**config.mk**
```make
export PLATFORM = sky130hd
export DESIGN_NAME = npfc_best
export DESIGN_NICKNAME = d
export VERILOG_FILES = /design/src/rtl/npfc_pkg.sv /design/src/rtl/npfc_best.sv
export SDC_FILE = /design/constraint.sdc
export NUM_CORES = 1
export LEC_CHECK = 0
export BUFFER_PORTS_ARGS = -buffer_cell sky130_fd_sc_hd__buf_2
export CORE_ASPECT_RATIO = 2
export CORE_MARGIN = 10
export CORE_UTILIZATION = 61
export CTS_CLUSTER_SIZE = 24
export DETAILED_ROUTE_END_ITERATION = 10
export PLACE_DENSITY_LB_ADDON = 0.15
export SETUP_SLACK_MARGIN = 0.05
export SYNTH_ARGS = -nofsm -noshare
export SYNTH_HDL_FRONTEND = slang
export SYNTH_SLANG_ARGS = --single-unit
export TNS_END_PERCENT = 20
```
**constraint.sdc**
```tcl
create_clock -name i_clk -period 12.2 [get_ports i_clk]
set_input_delay 2.44 -clock i_clk [delete_from_list [all_inputs] [get_ports i_clk]]
set_output_delay 2.44 -clock i_clk [all_outputs]
set_load 0.02 [all_outputs]
```
**src/rtl/npfc_pkg.sv**
```systemverilog
`timescale 1ns / 1ps

package npfc_pkg;

    localparam int C_COORD_BITS    = 12;
    localparam int C_CORNER_BITS   = 16;
    localparam int C_NCORNER       = 4;
    localparam int C_NREG          = 8;
    localparam int C_APB_ADDR_BITS = 5;
    localparam int C_APB_DATA_BITS = 32;

    typedef enum logic [2:0] {
        REG_TL_X = 3'd0,
        REG_TL_Y = 3'd1,
        REG_TR_X = 3'd2,
        REG_TR_Y = 3'd3,
        REG_BR_X = 3'd4,
        REG_BR_Y = 3'd5,
        REG_BL_X = 3'd6,
        REG_BL_Y = 3'd7
    } t_reg_idx;

    typedef enum logic [1:0] {
        CRN_TL = 2'd0,
        CRN_TR = 2'd1,
        CRN_BR = 2'd2,
        CRN_BL = 2'd3
    } t_corner_idx;

    typedef logic [C_COORD_BITS-1:0] t_coord;

    typedef struct packed {
        t_coord x;
        t_coord y;
    } t_point;

    typedef struct packed {
        t_coord point_x;
        t_coord point_y;
        logic   last_point;
    } t_in_beat;

    typedef struct packed {
        t_coord top_left_x;
        t_coord top_left_y;
        t_coord top_right_x;
        t_coord top_right_y;
        t_coord bottom_right_x;
        t_coord bottom_right_y;
        t_coord bottom_left_x;
        t_coord bottom_left_y;
    } t_out_beat;

    typedef struct packed {
        logic [C_CORNER_BITS-1:0] x;
        logic [C_CORNER_BITS-1:0] y;
    } t_corner;

    typedef t_corner [C_NCORNER-1:0] t_corner_set;

    // Control and payload of one beat passed from the distance pipeline to the tracker.
    typedef struct packed {
        logic     vld;
        t_in_beat beat;
    } t_stage_info;

    // Width of a signed coordinate difference that holds any point minus any corner.
    function automatic int f_diff_width(input int frac_bits);
        int shw;
        int sw;
        begin
            shw = C_COORD_BITS + frac_bits;
            sw  = (shw + 1 > C_CORNER_BITS) ? shw + 1 : C_CORNER_BITS;
            f_diff_width = sw + 1;
        end
    endfunction

endpackage

```
**src/rtl/npfc_best.sv**
```systemverilog
`timescale 1ns / 1ps

module npfc_best import npfc_pkg::*; #(
    parameter int DSTW = 36
) (
    input  logic                            i_clk,
    input  logic                            i_rst_n,
    input  t_stage_info                     i_stage,
    input  logic [C_NCORNER-1:0][DSTW-1:0]  i_dist,
    output logic                            o_go,
    output logic                            o_out_valid,
    output t_out_beat                       o_out_beat,
    input  logic                            i_out_stall
);

    logic              r_have;
    logic              r_out_vld;
    t_out_beat         r_out_beat;
    logic [DSTW-1:0]   r_best_d [C_NCORNER];
    t_point            r_best_p [C_NCORNER];

    logic [DSTW-1:0]   n_best_d [C_NCORNER];
    t_point            n_best_p [C_NCORNER];
    t_point            w_point;
    logic              w_out_free;
    logic              w_upd;
    logic              w_last;

    assign w_point.x  = i_stage.beat.point_x;
    assign w_point.y  = i_stage.beat.point_y;
    assign w_last     = i_stage.beat.last_point;
    assign w_out_free = !r_out_vld || !i_out_stall;
    // Only a closing point needs room in the result register.
    assign o_go       = !i_stage.vld || !w_last || w_out_free;
    assign w_upd      = i_stage.vld && o_go;

    always_comb begin
        for (int k = 0; k < C_NCORNER; k++) begin
            if (!r_have || (i_dist[k] < r_best_d[k])) begin
                n_best_d[k] = i_dist[k];
                n_best_p[k] = w_point;
            end else begin
                n_best_d[k] = r_best_d[k];
                n_best_p[k] = r_best_p[k];
            end
        end
    end

    always_ff @(posedge i_clk) begin
        if (!i_rst_n) begin
            r_have    <= 1'b0;
            r_out_vld <= 1'b0;
        end else begin
            if (w_upd) begin
                r_have <= !w_last;
            end
            if (w_upd && w_last) begin
                r_out_vld <= 1'b1;
            end else if (!i_out_stall) begin
                r_out_vld <= 1'b0;
            end
        end
    end

    always_ff @(posedge i_clk) begin
        if (w_upd) begin
            for (int k = 0; k < C_NCORNER; k++) begin
                r_best_d[k] <= n_best_d[k];
                r_best_p[k] <= n_best_p[k];
            end
        end
        if (w_upd && w_last) begin
            r_out_beat.top_left_x     <= n_best_p[CRN_TL].x;
            r_out_beat.top_left_y     <= n_best_p[CRN_TL].y;
            r_out_beat.top_right_x    <= n_best_p[CRN_TR].x;
            r_out_beat.top_right_y    <= n_best_p[CRN_TR].y;
            r_out_beat.bottom_right_x <= n_best_p[CRN_BR].x;
            r_out_beat.bottom_right_y <= n_best_p[CRN_BR].y;
            r_out_beat.bottom_left_x  <= n_best_p[CRN_BL].x;
            r_out_beat.bottom_left_y  <= n_best_p[CRN_BL].y;
        end
    end

    assign o_out_valid = r_out_vld;
    assign o_out_beat  = r_out_beat;

    a_last_clears: assert property (@(posedge i_clk) disable iff (!i_rst_n)
        (w_upd && w_last) |=> !r_have)
        else $error("candidate flag not cleared after the closing point");

    a_mid_sets: assert property (@(posedge i_clk) disable iff (!i_rst_n)
        (w_upd && !w_last) |=> r_have)
        else $error("candidate flag not set after a point");

    a_no_overwrite: assert property (@(posedge i_clk) disable iff (!i_rst_n)
        (r_out_vld && i_out_stall) |-> !(i_stage.vld && w_last && o_go))
        else $error("closing point taken while the result beat is stalled");

    a_dist_monotone: assert property (@(posedge i_clk) disable iff (!i_rst_n)
        (w_upd && !w_last && r_have) |=> (r_best_d[CRN_TL] <= $past(r_best_d[CRN_TL])))
        else $error("kept distance grew within a list");

endmodule

```
=== Word-level counts from Yosys, hierarchy flattened ===
Memory sizes are Yosys's and may differ from the RTL's.
Cells that the tools add are included.

* Register bits: 98
* Bits in writable memories: 240
* Input port bits: 173
* Output and inout port bits: 98
* Word-level logic and storage cells: 43
* Memories kept: 2

* Magnitude comparators: 4
* Equality and inequality tests: 1
* Multiplexer cells: 12
* Reduce and logical (&&, ||, !) cells: 14

{| class="wikitable"
|+ Memories
! memory !! words !! width !! read ports !! clocked after memory_dff !! wr ports !! line !! RTL
|-
| r_best_d || 4 || 36 || 4 || 0 || 4 || npfc_best.sv:19 || <nowiki>logic [DSTW-1:0] r_best_d [C_NCORNER];</nowiki>
|-
| r_best_p || 4 || 24 || 4 || 0 || 4 || npfc_best.sv:20 || <nowiki>t_point r_best_p [C_NCORNER];</nowiki>
|}

{| class="wikitable"
|+ Operators with widths
! kind !! number
|-
| < comparator 36 bit || 4
|-
| two-way mux 36 bit || 4
|-
| two-way mux 24 bit || 4
|-
| logical OR 1 bit || 7
|-
| zero test 1 bit || 5
|-
| two-way mux 1 bit || 4
|-
| logical AND 1 bit || 2
|-
| inequality test 2 x 1 -> 1 bit, second input constant || 1
|}

=== Depth between registers and ports, before layout ===
* Depth after elaboration: 6
* Gate-level depth with buffers: 9
* Depth with buffers taken out: 8

=== Least setup slack after synthesis ===
No wires, ideal clock.

* Kind: in2reg
* Start: input i_stage[25] (netlist bit)
* End: register r_out_beat, in the netlist o_out_beat[0], enable pin
* Setup time: 0.584 ns
* Data arrival time: 7.176 ns
* Data required time: 11.616 ns
* Slack: 4.440 ns
* Cell stages on the path: 2
* Buffers on the path: 0
* Path through: nand2_1 -> a21oi_1

* Word-level cells in the longest chain between the ends: 5

{| class="wikitable"
|+ Ends and longest elaborated chain
! item !! line !! RTL
|-
| from (decl) || npfc_best.sv:8 || <nowiki>input t_stage_info i_stage,</nowiki>
|-
| zero test 1 bit || npfc_best.sv:34 || <nowiki>assign o_go = !i_stage.vld || !w_last || w_out_free;</nowiki>
|-
| logical OR 1 bit (2 in a row) || npfc_best.sv:34 ||
|-
| logical AND 1 bit (*) || npfc_best.sv:35 || <nowiki>assign w_upd = i_stage.vld && o_go;</nowiki>
|-
| logical AND 1 bit (*) || npfc_best.sv:72 || <nowiki>if (w_upd && w_last) begin</nowiki>
|-
| to (decl) || npfc_best.sv:18 || <nowiki>t_out_beat r_out_beat;</nowiki>
|}

Every way passes the cells marked *; elsewhere a longest branch is shown, timed or not.
A chain may end at the register's enable or synchronous reset.

=== Final worst setup path ===
* Start: input i_out_stall
* End: output o_go

* Word-level cells in the longest chain between the ends: 3

{| class="wikitable"
|+ Ends and longest elaborated chain
! item !! line !! RTL
|-
| from (decl) || npfc_best.sv:13 || <nowiki>input logic i_out_stall</nowiki>
|-
| zero test 1 bit || -- ||
|-
| logical OR 1 bit || npfc_best.sv:32 || <nowiki>assign w_out_free = !r_out_vld || !i_out_stall;</nowiki>
|-
| logical OR 1 bit || npfc_best.sv:34 ||
|-
| to (decl) || npfc_best.sv:10 || <nowiki>output logic o_go,</nowiki>
|}

Every way passes these cells.

==> results <==
- Yosys mapped the design onto 29 distinct sky130hd cell types.
- In this design, the critical path's most frequently occurring cell is buf_2.
- The kind of launch point of the worst setup path is an input port.
- Based on the critical path, the design can be clocked at up to 0.188 GHz.
- The share of total power dissipated in combinational logic is 0.115.
- The via count of the first global-routing pass is 9511.
- The largest net degree at the start of global routing is 67.
- The number of placement rows is 81.
- The number of antenna violations at the first check in global routing is 6.
- Of the total power, registers draw 0.540.
- The clock buffer count from CTS is 29.
- The die is 244 um tall.
- The cell count after placement is 1559.
- The insertion delay of the later-clocked pin in the worst-skew pair is 0.55 ns.
- In this run the power spent charging and discharging nets is 0.599 mW.
- The clock tree skew after final layout is 0.00927 ns.
- The die width is 132 um.
- When the netlist entered floorplanning its net count stood at 1268.
- The overall routed net length is 31600 um.
- 271 I/O pins were placed.
- Walking the worst path, the cells encountered are buf_2, nand4_1, buf_2.
- The leakage dissipation is 7.87 nW.
- The number of warnings reported in the yosys synthesis log is 0.
- The die covers 32100 um^2.
- The fraction of final layout cells with drive strength greater than 1 is 0.340.
- Of the available clock period, the critical path in the final layout requires 0.436.
- Data arrives at the worst endpoint at 2.88 ns.
- The worst setup path is of the input port to primary output kind.
- After the last flow step, the layout net total stands at 1571.
- Setup repair after global routing left no endpoint under its margin.
- The cell family contributing the most delay on the critical path is buffers and inverters.
- The internal power of the cells totals 1.98 mW.
- In this run, the number of DRC markers left after iteration 0 of detailed routing was 329.
- CTS built an H-tree with a depth of 1.
- The worst-case IR drop observed on VDD is 128 uV.
- The class of the tightest hold or removal check is flip-flop to flip-flop.
- The average footprint of a synthesized cell is 16.0 um^2.
- Synthesis handed over a netlist of 955 instances.
- The final weighted congestion of routability-driven global placement is 0.815.
- The flow ran to the end, and the final reports show no timing, DRC or antenna violations.
- The residual overflow from global routing is 0.
- Of all nets on the critical path, the largest fanout is 3.
- The first TritonRoute pass finished after 4 iterations.
- The count of buffers from port buffering is 270.
- In the global route stage, overall resource usage came out at 0.194.
- After detailed routing, the average wire length per cell comes to 19.5 um.
- The total of fill cells in the finished design is 1673.
- The largest buffer count on any clock path is 3.
- The count of max-cap constraint violations is 0.
- The register bit total from synthesis is 338.
- The count of hold-fix buffers inserted at cts is 0.
- The worst-case register-to-register setup slack is 8.94 ns.
- For this design the ratio of total power to cell area is 143 nW/um^2.
- The core occupancy in the finished layout is 0.733.
- The number of standard cells in the final layout excluding fillers is 1617.
- Of the total power, the share spent switching nets is 0.232.
- The area growth from synthesis to layout is 17.8%.
- The initial cell density of the core is 0.622.
- After clock tree synthesis, the clock-pin slew on the worst setup and hold paths is 0.07 ns.
- The DRC violation count after routing is 0.
- The final-report max-slew violation count is 0.
- Buffers added to address setup during post-CTS repair amount to 0.
- The share of total power dissipated in the clock network is 0.344.
- The total power consumption of the routed design is 2.58 mW.
- The number of gates given a new drive strength after cts is 0.
- In this run the remaining antenna-violating nets after routing total 0.
- The tree is rooted in a clkbuf_16.
- The via count of the routed design is 8640.
- The area inside the core boundary is 24500 um^2.
- Among all stages on the critical path, the largest delay is contributed by buf_2.
- The wire length of the first global-routing pass is 50100 um.
- The biggest cell delay along the critical path is 0.19 ns.
- The synthesized netlist occupies a cell area of 15300 um^2.
- The measured slew at the worst slew-check pin is 0.826 ns.
- The top cell type by total area after synthesis is edfxtp_1.
- The normalized max-slew margin is 0.450.
- The tree built by TritonCTS fans out to 338 sinks.
- The TritonCTS clock tree is built.
- The element type at the critical path end is a primary output.
- The final period demand of the worst path is 5.32 ns.
- Adding up every negative setup slack in the final design gives 0 ns.
- The wire-length estimate of the detail-placed layout is 23600 um.
- Ranked by total cell area, the synthesized netlist is headed by edfxtp_1 66%, ha_1 11%, mux2_4 7.5%, inv_1 3.4%, a21oi_1 2.4%.
- At the worst endpoint, the required time is 9.76 ns.
- Setup violations remaining at the end of the flow were counted as 0.
- The number of vias per cell after detailed routing is 5.34.
- The fraction of post-synthesis cell area in the top cell type by area is 0.662.
- Together, buffers and inverters on the worst path number 2.
- The share of the yosys chip area belonging to registers is 0.664.
- The number of hold violations in the final report came to 0.
[path summary, 6_finish.rpt]
path,endpoint,depth (start not counted),from
worst max register to register,r_best_d[1][16]$_DFFE_PP_,10,r_best_d[1][29]$_DFFE_PP_
worst min-delay path,o_out_beat[1]$_DFFE_PP_,1,r_best_p[3][1]$_DFFE_PP_
worst max-delay path,o_go,3,i_out_stall
worst min register to register,o_out_beat[1]$_DFFE_PP_,1,r_best_p[3][1]$_DFFE_PP_
[layout make-up]
| cell class | instances | area [um^2] | share of cell area |
|---|---|---|---|
| tap | 332 | 415 | 0.0231 |
| multi-input combinational | 468 | 4540 | 0.253 |
| inverter | 140 | 526 | 0.0292 |
| clock buffer | 34 | 744 | 0.0414 |
| timing repair buffer | 281 | 1430 | 0.0798 |
| clock inverter | 19 | 163 | 0.00905 |
| antenna | 5 | 12.5 | 0.000696 |
| sequential | 338 | 10100 | 0.564 |
[per-layer routing]
| metal | wire [um] | vias up | track usage |
|---|---|---|---|
| li1 | - | 4173 | - |
| met1 | 11600 | 4154 | 0.205 |
| met2 | 17000 | 253 | 0.359 |
| met3 | 1950 | 58 | 0.0509 |
| met4 | 1010 | 2 | 0.0730 |
| met5 | 13 | - | 0 |
[power by group through the flow]
stage                     combinational, mW  sequential [mW]  clock [mW]
after floorplan                       0.169             1.44           0
after global placement                0.291             1.41           0
after detailed placement              0.301             1.42           0
after CTS                             0.303             1.39       0.911
after global routing                  0.335             1.40       0.947
final                                 0.298             1.39       0.887
[state kept, by name, summed over array words and instances (netlist names)]
register and flops:
o_out_beat 96, o_out_valid 1, r_best_d 144, r_best_p 96, r_have 1
[cell usage in the layout (no fill, tap or decap), drive strengths merged, types with 3 or more instances in the layout]
master | netlist | routed
edfxtp | 336 | 336
buf | 8 | 281
inv | 140 | 140
ha | 140 | 140
mux2 | 96 | 96
a21oi | 73 | 73
nand2 | 38 | 38
clkbuf | 1 | 34
o21ai | 32 | 32
nand4 | 21 | 21
clkinv | 0 | 14
nor2 | 9 | 9
and2 | 9 | 9
nand2b | 8 | 8
diode | 0 | 5
and4 | 4 | 4
a21o | 4 | 4
a221o | 4 | 4
a211o | 4 | 4
o21a | 4 | 4
or4 | 4 | 4
nor4 | 4 | 4
nor4b | 4 | 4
a221oi | 4 | 4
o31ai | 4 | 4
clkinvlp | 0 | 3
[logic make-up after synthesis]
group	synth area share
flip-flops	0.664
buffers and inverters	0.0406
adder cells (fa/ha/maj)	0.115
AO/OA/AOI/OAI	0.0500
AND/OR/NAND/NOR	0.0408
multiplexers	0.0896
[synth_stat cells (all sizes together)]
| library cell | instances |
|---|---|
| edfxtp | 336 |
| ha | 140 |
| inv | 140 |
| mux2 | 96 |
| a21oi | 73 |
| nand2 | 38 |
| o21ai | 32 |
| nand4 | 21 |
| and2 | 9 |
| nor2 | 9 |
| buf | 8 |
| nand2b | 8 |
| a211o | 4 |
| a21o | 4 |
| a221o | 4 |
| a221oi | 4 |
| and4 | 4 |
| nor4 | 4 |
| nor4b | 4 |
| o21a | 4 |
| o31ai | 4 |
| or4 | 4 |
| dfxtp | 2 |
| a21boi | 1 |
| clkbuf | 1 |
| nor3b | 1 |
[through the flow]
step,setup slack (ns),hold WS [ns],area [um^2]
6_report,6.88,0.560,18000
5_1_grt,6.83,0.572,18000
4_1_cts,6.89,0.567,18000
3_5_place_dp,6.76,0.549,17000
3_3_place_gp,6.83,0.530,17000
2_1_floorplan,4.44,0.536,15300
[worst register-to-register path, stage by stage (launching register included)]
cell	delay [ns]
edfxtp_1	0.36
inv_1	0.08
ha_1	0.24
a21o_1	0.16
a221o_1	0.32
a21oi_1	0.16
o21ai_0	0.18
o31ai_4	0.26
buf_4	0.50
and2_1	0.21
buf_4	0.41
Power figures use the tool's default switching activity.
