$ cat src/rtl/npfc_pkg.sv
`timescale 1ns / 1ps

package npfc_pkg;

    localparam int C_COORD_BITS    = 12;
    localparam int C_CORNER_BITS   = 16;
    localparam int C_NCORNER       = 4;
    localparam int C_NREG          = 8;
    localparam int C_APB_ADDR_BITS = 5;
    localparam int C_APB_DATA_BITS = 32;

    typedef enum logic [2:0] {
        REG_TL_X = 3'd0,
        REG_TL_Y = 3'd1,
        REG_TR_X = 3'd2,
        REG_TR_Y = 3'd3,
        REG_BR_X = 3'd4,
        REG_BR_Y = 3'd5,
        REG_BL_X = 3'd6,
        REG_BL_Y = 3'd7
    } t_reg_idx;

    typedef enum logic [1:0] {
        CRN_TL = 2'd0,
        CRN_TR = 2'd1,
        CRN_BR = 2'd2,
        CRN_BL = 2'd3
    } t_corner_idx;

    typedef logic [C_COORD_BITS-1:0] t_coord;

    typedef struct packed {
        t_coord x;
        t_coord y;
    } t_point;

    typedef struct packed {
        t_coord point_x;
        t_coord point_y;
        logic   last_point;
    } t_in_beat;

    typedef struct packed {
        t_coord top_left_x;
        t_coord top_left_y;
        t_coord top_right_x;
        t_coord top_right_y;
        t_coord bottom_right_x;
        t_coord bottom_right_y;
        t_coord bottom_left_x;
        t_coord bottom_left_y;
    } t_out_beat;

    typedef struct packed {
        logic [C_CORNER_BITS-1:0] x;
        logic [C_CORNER_BITS-1:0] y;
    } t_corner;

    typedef t_corner [C_NCORNER-1:0] t_corner_set;

    // Control and payload of one beat passed from the distance pipeline to the tracker.
    typedef struct packed {
        logic     vld;
        t_in_beat beat;
    } t_stage_info;

    // Width of a signed coordinate difference that holds any point minus any corner.
    function automatic int f_diff_width(input int frac_bits);
        int shw;
        int sw;
        begin
            shw = C_COORD_BITS + frac_bits;
            sw  = (shw + 1 > C_CORNER_BITS) ? shw + 1 : C_CORNER_BITS;
            f_diff_width = sw + 1;
        end
    endfunction

endpackage

$ cat src/rtl/npfc_cfg.sv
`timescale 1ns / 1ps

module npfc_cfg import npfc_pkg::*; (
    input  logic                       i_clk,
    input  logic                       i_rst_n,
    input  logic                       psel,
    input  logic                       penable,
    input  logic                       pwrite,
    input  logic [C_APB_ADDR_BITS-1:0] paddr,
    input  logic [C_APB_DATA_BITS-1:0] pwdata,
    output logic [C_APB_DATA_BITS-1:0] prdata,
    output logic                       pready,
    output t_corner_set                o_corners
);

    logic [C_CORNER_BITS-1:0] r_reg [C_NREG];
    t_reg_idx                 w_idx;
    logic                     w_wr;

    assign w_idx  = t_reg_idx'(paddr[C_APB_ADDR_BITS-1:2]);
    assign w_wr   = psel && penable && pwrite;
    assign pready = 1'b1;

    always_ff @(posedge i_clk) begin
        if (!i_rst_n) begin
            for (int i = 0; i < C_NREG; i++) begin
                r_reg[i] <= '0;
            end
        end else if (w_wr) begin
            r_reg[w_idx] <= pwdata[C_CORNER_BITS-1:0];
        end
    end

    // Reads return the register sign-extended to the bus width.
    assign prdata = {{(C_APB_DATA_BITS-C_CORNER_BITS){r_reg[w_idx][C_CORNER_BITS-1]}},
                     r_reg[w_idx]};

    always_comb begin
        o_corners[CRN_TL].x = r_reg[REG_TL_X];
        o_corners[CRN_TL].y = r_reg[REG_TL_Y];
        o_corners[CRN_TR].x = r_reg[REG_TR_X];
        o_corners[CRN_TR].y = r_reg[REG_TR_Y];
        o_corners[CRN_BR].x = r_reg[REG_BR_X];
        o_corners[CRN_BR].y = r_reg[REG_BR_Y];
        o_corners[CRN_BL].x = r_reg[REG_BL_X];
        o_corners[CRN_BL].y = r_reg[REG_BL_Y];
    end

endmodule

$ cat config.mk
export PLATFORM = sky130hd
export DESIGN_NAME = npfc_cfg
export DESIGN_NICKNAME = d
export VERILOG_FILES = /design/src/rtl/npfc_pkg.sv /design/src/rtl/npfc_cfg.sv
export SDC_FILE = /design/constraint.sdc
export NUM_CORES = 1
export LEC_CHECK = 0
export ABC_CLOCK_PERIOD_IN_PS = 2200
export BUFFER_PORTS_ARGS = -buffer_cell sky130_fd_sc_hd__buf_4
export CORE_MARGIN = 8
export CORE_UTILIZATION = 35
export DETAILED_ROUTE_END_ITERATION = 7
export PLACE_DENSITY_LB_ADDON = 0.25
export SLEW_MARGIN = 20
export SYNTH_ARGS = -nofsm -noshare
export SYNTH_HDL_FRONTEND = slang
export SYNTH_SLANG_ARGS = --single-unit
$ cat constraint.sdc
create_clock -name i_clk -period 2.2 [get_ports i_clk]
set_input_delay 0 -clock i_clk [delete_from_list [all_inputs] [get_ports i_clk]]
set_output_delay 0 -clock i_clk [all_outputs]
set_load 0.01 [all_outputs]
# ---- After elaboration in Yosys (flattened, before gate mapping)
# Memory sizes are Yosys's and may differ from the RTL's.
# Index checks and enable logic that the tools add are counted.
dict set report op_classes {
  n_mux 7
  reduce_logical 3
}
# cell n
set op_table {}
lappend op_table {{2-to-1 mux 16 bit} 1}
lappend op_table {{OR reduction 16 bit} 1}
lappend op_table {{2-to-1 mux 1 bit} 5}
lappend op_table {{2-to-1 mux 3 bit} 1}
lappend op_table {{logical AND 1 bit} 2}
dict set report totals {
  reg_bits 0
  ramBits 128
  input_bits 42
  out_inout_bits 161
  elab_cells 11
  mem_count 1
}
# name words width rd rd_ports_with_merged_regs write_ports line
set memory_table {}
lappend memory_table {r_reg 8 16 9 0 8 npfc_cfg.sv:16} ;# logic [C_CORNER_BITS-1:0] r_reg [C_NREG];

# ---- Logic depth before layout (Yosys ltp)
# Gate-level depths: netlist of the first run.
dict set report logic_depth {
  depth_word 7
  depth_mapped 6
  mapped_depth_nobuf 3
}

# ---- Least setup slack after synthesis of the first run
# No wires, ideal clock.
dict set report synth_path {
  kind {input to register}
  from {input paddr[2]}
  to {memory r_reg[1][0] (enable)}
  arrival_time_ps 1170
  slack_ps 659
  stages 4
  path_buffers 1
  path_cell_list {buf_4 > inv_1 > nor4_4 > or2b_1}
}
# element line
set synth_lines {}
lappend synth_lines {{start: declaration} npfc_cfg.sv:9} ;# input logic [C_APB_ADDR_BITS-1:0] paddr,
lappend synth_lines {{end: declaration} npfc_cfg.sv:16}

==> insert_results.sql, run 1 <==
INSERT INTO impl_metrics (metric_group, metric, value, unit) VALUES
('finish', 'diodes', '0', ''),
('setup_path', 'cpMaxStageDelayCell', 'sky130_fd_sc_hd__mux4_2', ''),
('pwr', 'power_density', '747', 'nW/µm²'),
('sta', 'grt_setup_unrepaired', 'no', ''),
('cts', 'cts_num_sinks', '128', ''),
('route', 'num_vias', '3891', ''),
('synth', 'synthDistinctLibCells', '28', ''),
('synth', 'synthesis_warnings', '0', ''),
('setup_path', 'worstPathCellList', 'mux4_2 -> mux2_2 -> buf_4', ''),
('setup_path', 'critical_path.max_stage_delay', '0.48', 'ns'),
('route', 'wl_per_cell', '23.1', 'µm'),
('sta', 'finalMaxSlewViolations', '0', ''),
('worst_hold_path', 'hold-path-cell-count', '3', ''),
('synth', 'synth-edff-count', '128', ''),
('synth', 'synth.cells.most_frequent', 'sky130_fd_sc_hd__edfxtp_1, sky130_fd_sc_hd__and2_1, sky130_fd_sc_hd__mux4_2', ''),
('synth', 'synth.cell_area', '6100', 'µm²'),
('sta', 'fmax', '538', 'MHz'),
('placed_design', 'place.port_buffers', '183', ''),
('global_route', 'grt_overflow_total', '0', ''),
('setup_path', 'setup.worst_path.end_class', 'output port', ''),
('synth', 'synth.net_count', '410', ''),
('synth', 'avgSynthCellArea', '16.6', 'µm²'),
('die', 'start_util', '35.5', '%'),
('finish', 'final_nets', '616', ''),
('outcome', 'run_status', 'complete, no violations', ''),
('route', 'drt_pre_antenna_iters', '4', ''),
('sta', 'layout_setup_ws', '0.342', 'ns'),
('synth', 'post-synth-top-area-fraction', '63.0', '%'),
('sta', 'finalSetupViolCount', '0', ''),
('sta', 'hold_viol_final', '0', ''),
('synth', 'yosys_register_bits', '128', ''),
('die', 'fp.coreArea', '17200', 'µm²'),
('synth', 'post-synth-top-count-cell', 'sky130_fd_sc_hd__edfxtp_1', ''),
('cts', 'cts.root.buffer_cell', 'sky130_fd_sc_hd__clkbuf_16', ''),
('setup_path', 'wp_data_arrival', '1.86', 'ns'),
('sta', 'final_period_utilization', '84.5', '%'),
('pwr', 'leakagePower', '3.33', 'nW'),
('placed_design', 'pre_cts_slack', '0.511', 'ns'),
('run', 'drv_cap', '0', ''),
('route', 'drt_iter0_markers', '199', ''),
('sta', 'final.min_clock_period', '1.86', 'ns'),
('synth', 'async_flop_share', '0', '%'),
('synth', 'synth_ff_type', 'sky130_fd_sc_hd__edfxtp_1', ''),
('placed_design', 'dp_cells', '764', ''),
('die', 'ios', '203', ''),
('die', 'chipHeight', '148', 'µm'),
('worst_hold_path', 'hold_class', 'in -> reg', ''),
('synth', 'synthesis.instances', '368', ''),
('global_route', 'grt_start_max_net_pins', '37', ''),
('route', 'route.final.wire_length', '18.7', 'mm'),
('cts', 'tritoncts.num_buffers', '17', ''),
('die', 'die_area', '21900', 'µm²'),
('sta', 'totalNegativeSetupSlack', '0', 'ns'),
('global_route', 'first_pass_grt_wire_length', '27.4', 'mm'),
('sta', 'max_slew.worst_pin.slew', '0.916', 'ns'),
('global_route', 'initial_antenna_violation_count', '0', ''),
('route', 'detail_route.vias_per_cell', '4.80', ''),
('route', 'wl_met1', '7.12', 'mm'),
('setup_path', 'timing.critical_path.from_type', 'flip-flop', ''),
('synth', 'synth_sequential_area_ratio', '63.0', '%'),
('setup_path', 'worstPathMaxFanout', '17', ''),
('setup_path', 'path_class', 'reg -> out', ''),
('pwr', 'vdd_ir_drop_max', '0.452', 'mV'),
('setup_path', 'cp_data_required_time', '2.20', 'ns'),
('placed_design', 'gp_congestion', '0.769', ''),
('cts', 'post_cts.resized_instances', '0', ''),
('die', 'std_cell_rows', '48', ''),
('synth', 'synth_area_leaders', 'sky130_fd_sc_hd__edfxtp_1, sky130_fd_sc_hd__and2_1, sky130_fd_sc_hd__mux4_2', ''),
('route', 'wl_met2', '9.57', 'mm'),
('pwr', 'fin_total_pwr', '0.00624', 'W'),
('route', 'drt_drc_violations_left', '0', '');
==> report_power, final <==
group          switching (W)  internal, W  leakage, nW
combinational       0.000421     0.000455         1.86
sequential         0.0000826      0.00282         1.22
clock               0.000954      0.00151        0.253
==> path summary, 6_finish.rpt <==
path / startpoint / to / slack, ns
hold / removal: i_rst_n / r_reg[2][5] / 0.23
setup / recovery: r_reg[5][15] / prdata[27] / 0.34
==> layout make-up <==
class | count | area (µm²)
flip-flops and latches | 128 | 3840
inverters | 1 | 3.75
multi-input cells | 202 | 1980
fillers | 1522 | 8820
clock inverters | 12 | 76.3
repair buffers | 224 | 1730
well taps | 225 | 282
clock buffers | 19 | 433
==> cell families after synthesis <==
logic type,after synthesis,share of synthesized area [%]
buffers and inverters,38,4.49
muxes,47,14.4
and+or+nand+nor,151,17.6
AOI/OAI and AO/OA,3,0.411
other,1,0.0615
DFF,128,63.0
==> routing by layer <==
metal  vias to the layer above  global-route usage [%]
li1                       1758                       -
met5                         -                       0
met4                         0                    6.27
met2                       184                    29.3
met1                      1939                    20.5
met3                        10                    5.59
==> cell usage in the layout (no fill, tap or decap), types with 4 or more instances in the layout <==
cell type and n:
sky130_fd_sc_hd__clkbuf_16 17, sky130_fd_sc_hd__and2_2 12, sky130_fd_sc_hd__and2_1 116, sky130_fd_sc_hd__mux2_2 15, sky130_fd_sc_hd__or2b_1 6, sky130_fd_sc_hd__clkinv_1 7
sky130_fd_sc_hd__edfxtp_1 128, sky130_fd_sc_hd__buf_4 207, sky130_fd_sc_hd__dlygate4sd3_1 16, sky130_fd_sc_hd__clkinv_2 4, sky130_fd_sc_hd__mux4_2 31
==> metrics by stage <==
stage	utilization, %	area [µm²]
2_1_floorplan	-	6100
3_3_place_gp	44.7	7680
3_5_place_dp	44.7	7680
4_1_cts	48.6	8350
5_1_grt	48.6	8350
6_report	48.6	8350
Note: power is estimated with default switching activity, not from simulation.
==> run 2: changes to the inputs <==
--- a/config.mk
+++ b/config.mk
@@ -5,7 +5,7 @@
 export SDC_FILE = /design/constraint.sdc
 export NUM_CORES = 1
 export LEC_CHECK = 0
-export ABC_CLOCK_PERIOD_IN_PS = 2200
+export ABC_CLOCK_PERIOD_IN_PS = 1940
 export BUFFER_PORTS_ARGS = -buffer_cell sky130_fd_sc_hd__buf_4
 export CORE_MARGIN = 8
 export CORE_UTILIZATION = 35
==> constraint.sdc (replaced) <==
create_clock -name i_clk -period 1.94 [get_ports i_clk]
set_input_delay 0 -clock i_clk [delete_from_list [all_inputs] [get_ports i_clk]]
set_output_delay 0 -clock i_clk [all_outputs]
set_load 0.01 [all_outputs]
==> run 2 against run 1 <==
Against the previous run:
- highest routed layer unchanged
- final area rose by 0.36%
- sequential cell count did not move
- routed wire length rose by 2.5%
- sequential share of layout area fell by 0.16 points
==> insert_results.sql, run 2 (synthesized netlist as in run 1, its figures left out) <==
INSERT INTO impl_metrics (metric_group, metric, value, unit) VALUES
('cts', 'tritoncts', 'yes', ''),
('sta', 'fmax', '541', 'MHz'),
('route', 'drt_iter0_markers', '230', ''),
('pwr', 'vdd_ir_drop_max', '0.544', 'mV'),
('cts', 'cts_num_sinks', '128', ''),
('sta', 'final.min_clock_period', '1.85', 'ns'),
('sta', 'grt_setup_unrepaired', 'no', ''),
('sta', 'hold_viol_final', '0', ''),
('finish', 'final_nets', '618', ''),
('setup_path', 'worstPathMaxFanout', '17', ''),
('setup_path', 'wp_data_arrival', '1.85', 'ns'),
('global_route', 'grt_overflow_total', '0', ''),
('setup_path', 'path_class', 'reg -> out', ''),
('die', 'start_util', '35.5', '%'),
('die', 'die_area', '21900', 'µm²'),
('cts', 'cts-root-to-sink-buffers', '2', ''),
('outcome', 'run_status', 'complete, no violations', ''),
('setup_path', 'cp_data_required_time', '1.94', 'ns'),
('setup_path', 'worst_path_depth', '3', ''),
('die', 'std_cell_rows', '48', ''),
('finish', 'fraction_of_final_layout_cells_sized_beyond_drive_strength_1', '51.1', '%'),
('setup_path', 'critical_path.top_delay_family', 'multiplexers', ''),
('cts', 'htree_num_levels', '4', ''),
('placed_design', 'pre_cts_slack', '0.319', 'ns'),
('finish', 'most-common-layout-cells', 'sky130_fd_sc_hd__buf_4, sky130_fd_sc_hd__edfxtp_1, sky130_fd_sc_hd__and2_1', ''),
('placed_design', 'place.port_buffers', '183', ''),
('die', 'floorplan.die.width', '148', 'µm'),
('sta', 'finalMaxSlewViolations', '0', ''),
('setup_path', 'critical_path.max_stage_delay', '0.46', 'ns'),
('finish', 'most_frequent_standard_cell_in_the_layout_excluding_fill_and_tap_cells', 'sky130_fd_sc_hd__buf_4', ''),
('worst_hold_path', 'hold_class', 'in -> reg', ''),
('route', 'route.final.wire_length', '19.2', 'mm'),
('setup_path', 'crit_buf_inv', '1', ''),
('sta', 'totalNegativeSetupSlack', '0', 'ns'),
('die', 'ios', '203', ''),
('pwr', 'leakagePower', '3.34', 'nW'),
('route', 'drt_pre_antenna_iters', '4', ''),
('route', 'num_vias', '3979', ''),
('route', 'detail_route.vias_per_cell', '4.92', ''),
('route', 'drt_drc_violations_left', '0', ''),
('setup_path', 'critical_path.startpoint', 'r_reg[6][15]', ''),
('pwr', 'fin_total_pwr', '0.00691', 'W'),
('setup_path', 'endpoint', 'prdata[19]', ''),
('finish', 'diodes', '0', ''),
('die', 'chipHeight', '148', 'µm'),
('run', 'drv_cap', '0', ''),
('setup_path', 'timing.critical_path.from_type', 'flip-flop', ''),
('sta', 'layout_setup_ws', '0.0905', 'ns'),
('route', 'final_antenna_net_count', '0', ''),
('setup_path', 'setup.worst_path.end_class', 'output port', ''),
('placed_design', 'post_dp_cell_area', '7760', 'µm²'),
('global_route', 'track_usage', '17.5', '%'),
('cts', 'path_clk_slew', '0.05', 'ns'),
('die', 'fp.coreArea', '17200', 'µm²'),
('cts', 'cts.root.buffer_cell', 'sky130_fd_sc_hd__clkbuf_16', ''),
('pwr', 'power_density', '824', 'nW/µm²'),
('global_route', 'first_pass_grt_wire_length', '27.6', 'mm'),
('sta', 'finalSetupViolCount', '0', ''),
('route', 'wl_per_cell', '23.8', 'µm'),
('setup_path', 'cpMaxStageDelayCell', 'sky130_fd_sc_hd__mux4_2', ''),
('global_route', 'initial_antenna_violation_count', '0', ''),
('finish', 'fillerInstances', '1557', ''),
('sta', 'final_period_utilization', '95.3', '%'),
('placed_design', 'detail_placement_hpwl', '13.2', 'mm'),
('setup_path', 'worstPathCellList', 'mux4_2 -> mux2_2 -> buf_4', ''),
('global_route', 'first_global_vias', '4347', ''),
('cts', 'tritoncts.num_buffers', '17', ''),
('finish', 'number_of_flip_flops_in_the_largest_register', '128', ''),
('global_route', 'grt_start_max_net_pins', '25', ''),
('finish', 'fin_util', '48.8', '%'),
('finish', 'flow.area_growth_from_synthesis', '37.5', '%'),
('finish', 'finish.instance_area', '8380', 'µm²'),
('placed_design', 'gp_congestion', '0.802', '');
-- run 2: power by group --
part           total [W]  internal [W]  switching, W
combinational    0.00102      0.000535      0.000485
clock            0.00259       0.00156       0.00103
sequential       0.00329       0.00320     0.0000941
total            0.00691       0.00530       0.00161
-- run 2: layout make-up --
cell class / count / area [µm²] / area share (%)
clock buffer: 21 / 440 / 5.25
clock inverter: 5 / 21.3 / 0.254
inverter: 1 / 3.75 / 0.0448
multi-input combinational: 202 / 1980 / 23.6
sequential: 128 / 3840 / 45.9
tap: 225 / 282 / 3.36
timing repair buffer: 226 / 1810 / 21.6
-- run 2: routing by layer --
metal	wire, µm	share of wire [%]	track usage, %
met1	7480	39	20.2
met2	10000	52	31.2
met3	1440	7.5	4.83
met4	252	1.3	5.00
met5	0	0	0
-- run 2: worst min path at each step --
| stage | start | slack (ns) | endpoint | depth (start not counted) |
|---|---|---|---|---|
| after floorplan | pwdata[0] | 0.20 | r_reg[0][0] | 1 |
| after global placement | pwdata[6] | 0.33 | r_reg[5][6] | 2 |
| after detailed placement | pwdata[8] | 0.33 | r_reg[6][8] | 2 |
| after CTS | i_rst_n | 0.21 | r_reg[1][11] | 3 |
| after global routing | i_rst_n | 0.22 | r_reg[4][12] | 2 |
| final | i_rst_n | 0.21 | r_reg[4][12] | 2 |
-- run 2: repair_timing --
action                                 4_1_cts  5_1_grt
endpoints found under the hold margin      128        0
resized for setup                            0        0
setup buffers                                0        0
hold buffers                                16        0
-- run 2: through the flow --
step / hold WS (ns) / instances
3_5_place_dp: 0.333 / 766
4_1_cts: 0.207 / 808
2_1_floorplan: 0.198 / 368
5_1_grt: 0.221 / 808
3_3_place_gp: 0.325 / 766
6_report: 0.213 / 808
==> run 3: changes to the inputs <==
--- a/config.mk
+++ b/config.mk
@@ -8,7 +8,7 @@
 export ABC_CLOCK_PERIOD_IN_PS = 1940
 export BUFFER_PORTS_ARGS = -buffer_cell sky130_fd_sc_hd__buf_4
 export CORE_MARGIN = 8
-export CORE_UTILIZATION = 35
+export CORE_UTILIZATION = 40
 export DETAILED_ROUTE_END_ITERATION = 7
 export PLACE_DENSITY_LB_ADDON = 0.25
 export SLEW_MARGIN = 20
==> run 3 against run 2 <==
Against the previous run:
- utilization increased by 7.0 points
- combinational power about the same
- hold slack gained 0.012 ns
- final area grew 0.15%
- clock power rose by 20%
- critical path depth stayed put
- fmax is 0.72% higher
- global-route usage up 1.7 points
- cell count shrank 4.1%
- via count fell by 0.70%
- largest power group unchanged
==> insert_results.sql, run 3 (synthesized netlist as in run 1, its figures left out) <==
INSERT INTO impl_metrics (metric_group, metric, value, unit) VALUES
('cts', 'post_cts_buffers', '0', ''),
('sta', 'finalSetupViolCount', '0', ''),
('sta', 'fmax', '545', 'MHz'),
('setup_path', 'critical_path.top_delay_family', 'multiplexers', ''),
('die', 'floorplan.die.width', '139', 'µm'),
('global_route', 'gr-usage-met1', '24.0', '%'),
('route', 'detail_route.vias_per_cell', '5.10', ''),
('finish', 'fraction_of_final_layout_cells_sized_beyond_drive_strength_1', '52.0', '%'),
('cts', 'cts_num_sinks', '128', ''),
('die', 'die_area', '19400', 'µm²'),
('pwr', 'vdd_ir_drop_max', '0.519', 'mV'),
('setup_path', 'critical_path.max_stage_delay', '0.50', 'ns'),
('finish', 'final_nets', '617', ''),
('sta', 'grt_setup_unrepaired', 'no', ''),
('setup_path', 'crit_buf_inv', '1', ''),
('finish', 'flow.area_growth_from_synthesis', '37.7', '%'),
('placed_design', 'gp_congestion', '0.784', ''),
('finish', 'number_of_flip_flops_in_the_largest_register', '128', ''),
('global_route', 'grt_overflow_total', '0', ''),
('global_route', 'global_routing_usage_on_met3', '6.57', '%'),
('outcome', 'run_status', 'complete, no violations', ''),
('route', 'num_vias', '3951', ''),
('placed_design', 'post_dp_cell_area', '7660', 'µm²'),
('route', 'wl_per_cell', '23.8', 'µm'),
('pwr', 'power_density', '882', 'nW/µm²'),
('route', 'drt_pre_antenna_iters', '4', ''),
('placed_design', 'place.port_buffers', '183', ''),
('pwr', 'fin_total_pwr', '0.00740', 'W'),
('finish', 'finish.instance_area', '8390', 'µm²'),
('die', 'chipHeight', '139', 'µm'),
('global_route', 'initial_antenna_violation_count', '0', ''),
('setup_path', 'cpMaxStageDelayCell', 'sky130_fd_sc_hd__mux4_2', ''),
('setup_path', 'worstPathCellList', 'mux4_2 -> mux2_4 -> buf_4', ''),
('placed_design', 'detail_placement_hpwl', '12.6', 'mm'),
('global_route', 'groute.layer.met2.usage', '30.6', '%'),
('finish', 'finalNonFillerCells', '775', ''),
('sta', 'finalMaxSlewViolations', '0', ''),
('sta', 'totalNegativeSetupSlack', '0', 'ns'),
('cts', 'tritoncts.num_buffers', '17', ''),
('sta', 'final_period_utilization', '94.7', '%'),
('setup_path', 'path_class', 'reg -> out', ''),
('route', 'drt_drc_violations_left', '0', ''),
('route', 'route.final.wire_length', '18.4', 'mm'),
('global_route', 'first_global_vias', '4310', ''),
('pwr', 'leakagePower', '3.37', 'nW'),
('global_route', 'busiest_layer', 'met2', ''),
('setup_path', 'worstPathMaxFanout', '17', ''),
('placed_design', 'dp_cells', '728', ''),
('cts', 'path_clk_slew', '0.05', 'ns'),
('global_route', 'track_usage', '19.2', '%'),
('global_route', 'first_pass_grt_wire_length', '27.4', 'mm'),
('cts', 'cts-root-to-sink-buffers', '2', ''),
('global_route', 'grt_start_max_net_pins', '20', ''),
('setup_path', 'timing.critical_path.from_type', 'flip-flop', ''),
('setup_path', 'setup.worst_path.end_class', 'output port', ''),
('setup_path', 'wp_data_arrival', '1.84', 'ns'),
('worst_hold_path', 'hold_class', 'in -> reg', ''),
('die', 'std_cell_rows', '45', ''),
('die', 'ios', '203', ''),
('cts', 'tritoncts', 'yes', ''),
('cts', 'htree_num_levels', '4', ''),
('setup_path', 'cp_data_required_time', '1.94', 'ns'),
('route', 'final_antenna_net_count', '0', ''),
('route', 'drt_iter0_markers', '219', ''),
('finish', 'most-common-layout-cells', 'sky130_fd_sc_hd__buf_4, sky130_fd_sc_hd__edfxtp_1, sky130_fd_sc_hd__and2_1', ''),
('sta', 'final.hold.worst_slack', '0.225', 'ns'),
('sta', 'hold_viol_final', '0', ''),
('finish', 'diodes', '0', ''),
('sta', 'final.min_clock_period', '1.84', 'ns'),
('finish', 'most_frequent_standard_cell_in_the_layout_excluding_fill_and_tap_cells', 'sky130_fd_sc_hd__buf_4', ''),
('run', 'drv_cap', '0', ''),
('die', 'start_util', '40.6', '%'),
('die', 'fp.coreArea', '15000', 'µm²'),
('cts', 'cts.root.buffer_cell', 'sky130_fd_sc_hd__clkbuf_16', '');
-- run 3: changes by cell type in the layout (fill, tap and decap cells not counted) --
| cell | previous run | this run |
|---|---|---|
| sky130_fd_sc_hd__mux2_2 | 15 | 14 |
| sky130_fd_sc_hd__clkbuf_1 | 4 | 0 |
| sky130_fd_sc_hd__clkinv_2 | 2 | 4 |
| sky130_fd_sc_hd__clkinvlp_4 | 0 | 2 |
| sky130_fd_sc_hd__buf_4 | 204 | 207 |
| sky130_fd_sc_hd__clkinv_4 | 0 | 1 |
| sky130_fd_sc_hd__clkinv_1 | 3 | 4 |
| sky130_fd_sc_hd__buf_12 | 6 | 2 |
| sky130_fd_sc_hd__mux2_4 | 0 | 1 |
| sky130_fd_sc_hd__bufinv_16 | 0 | 3 |
-- run 3: path summary, 6_finish.rpt --
check | startpoint | endpoint | slack [ns] | cells past startpoint
max | r_reg[5][15] | prdata[29] | 0.10 | 3
min | i_rst_n | r_reg[3][11] | 0.23 | 3
-- run 3: report_power, final --
group	internal (W)	total, W	leakage, nW	switching, W
clock	0.00198	0.00311	0.278	0.00112
combinational	0.000524	0.00100	1.88	0.000477
sequential	0.00320	0.00329	1.22	0.0000971
total	0.00570	0.00740	3.37	0.00170
-- run 3: what timing repair did --
| item | CTS | global route |
|---|---|---|
| endpoints found under the setup margin | 0 | 17 |
| endpoints found under the hold margin | 128 | 0 |
| hold buffers | 16 | 0 |
| resized for setup | 0 | 1 |
-- run 3: area by class of cell --
class / count / area, µm²
fillers: 1235 / 6640
flip-flops and latches: 128 / 3840
multi-input cells: 202 / 1980
repair buffers: 225 / 1750
clock buffers: 17 / 425
well taps: 188 / 235
clock inverters: 14 / 149
inverters: 1 / 3.75
-- run 3: per-layer routing --
| layer | share of wire [%] | up-vias |
|---|---|---|
| met5 | 0 | - |
| met3 | 9.4 | 21 |
| li1 | - | 1760 |
| met2 | 47 | 200 |
| met1 | 42 | 1970 |
| met4 | 1.6 | 0 |
-- run 3: through the flow --
step / setup WS, ns / utilization [%]
after detailed placement: 0.257 / 50.9
after global placement: 0.285 / 50.9
final: 0.104 / 55.8
after CTS: 0.0236 / 55.8
after global routing: 0.0408 / 55.8
after floorplan: 0.399 / -
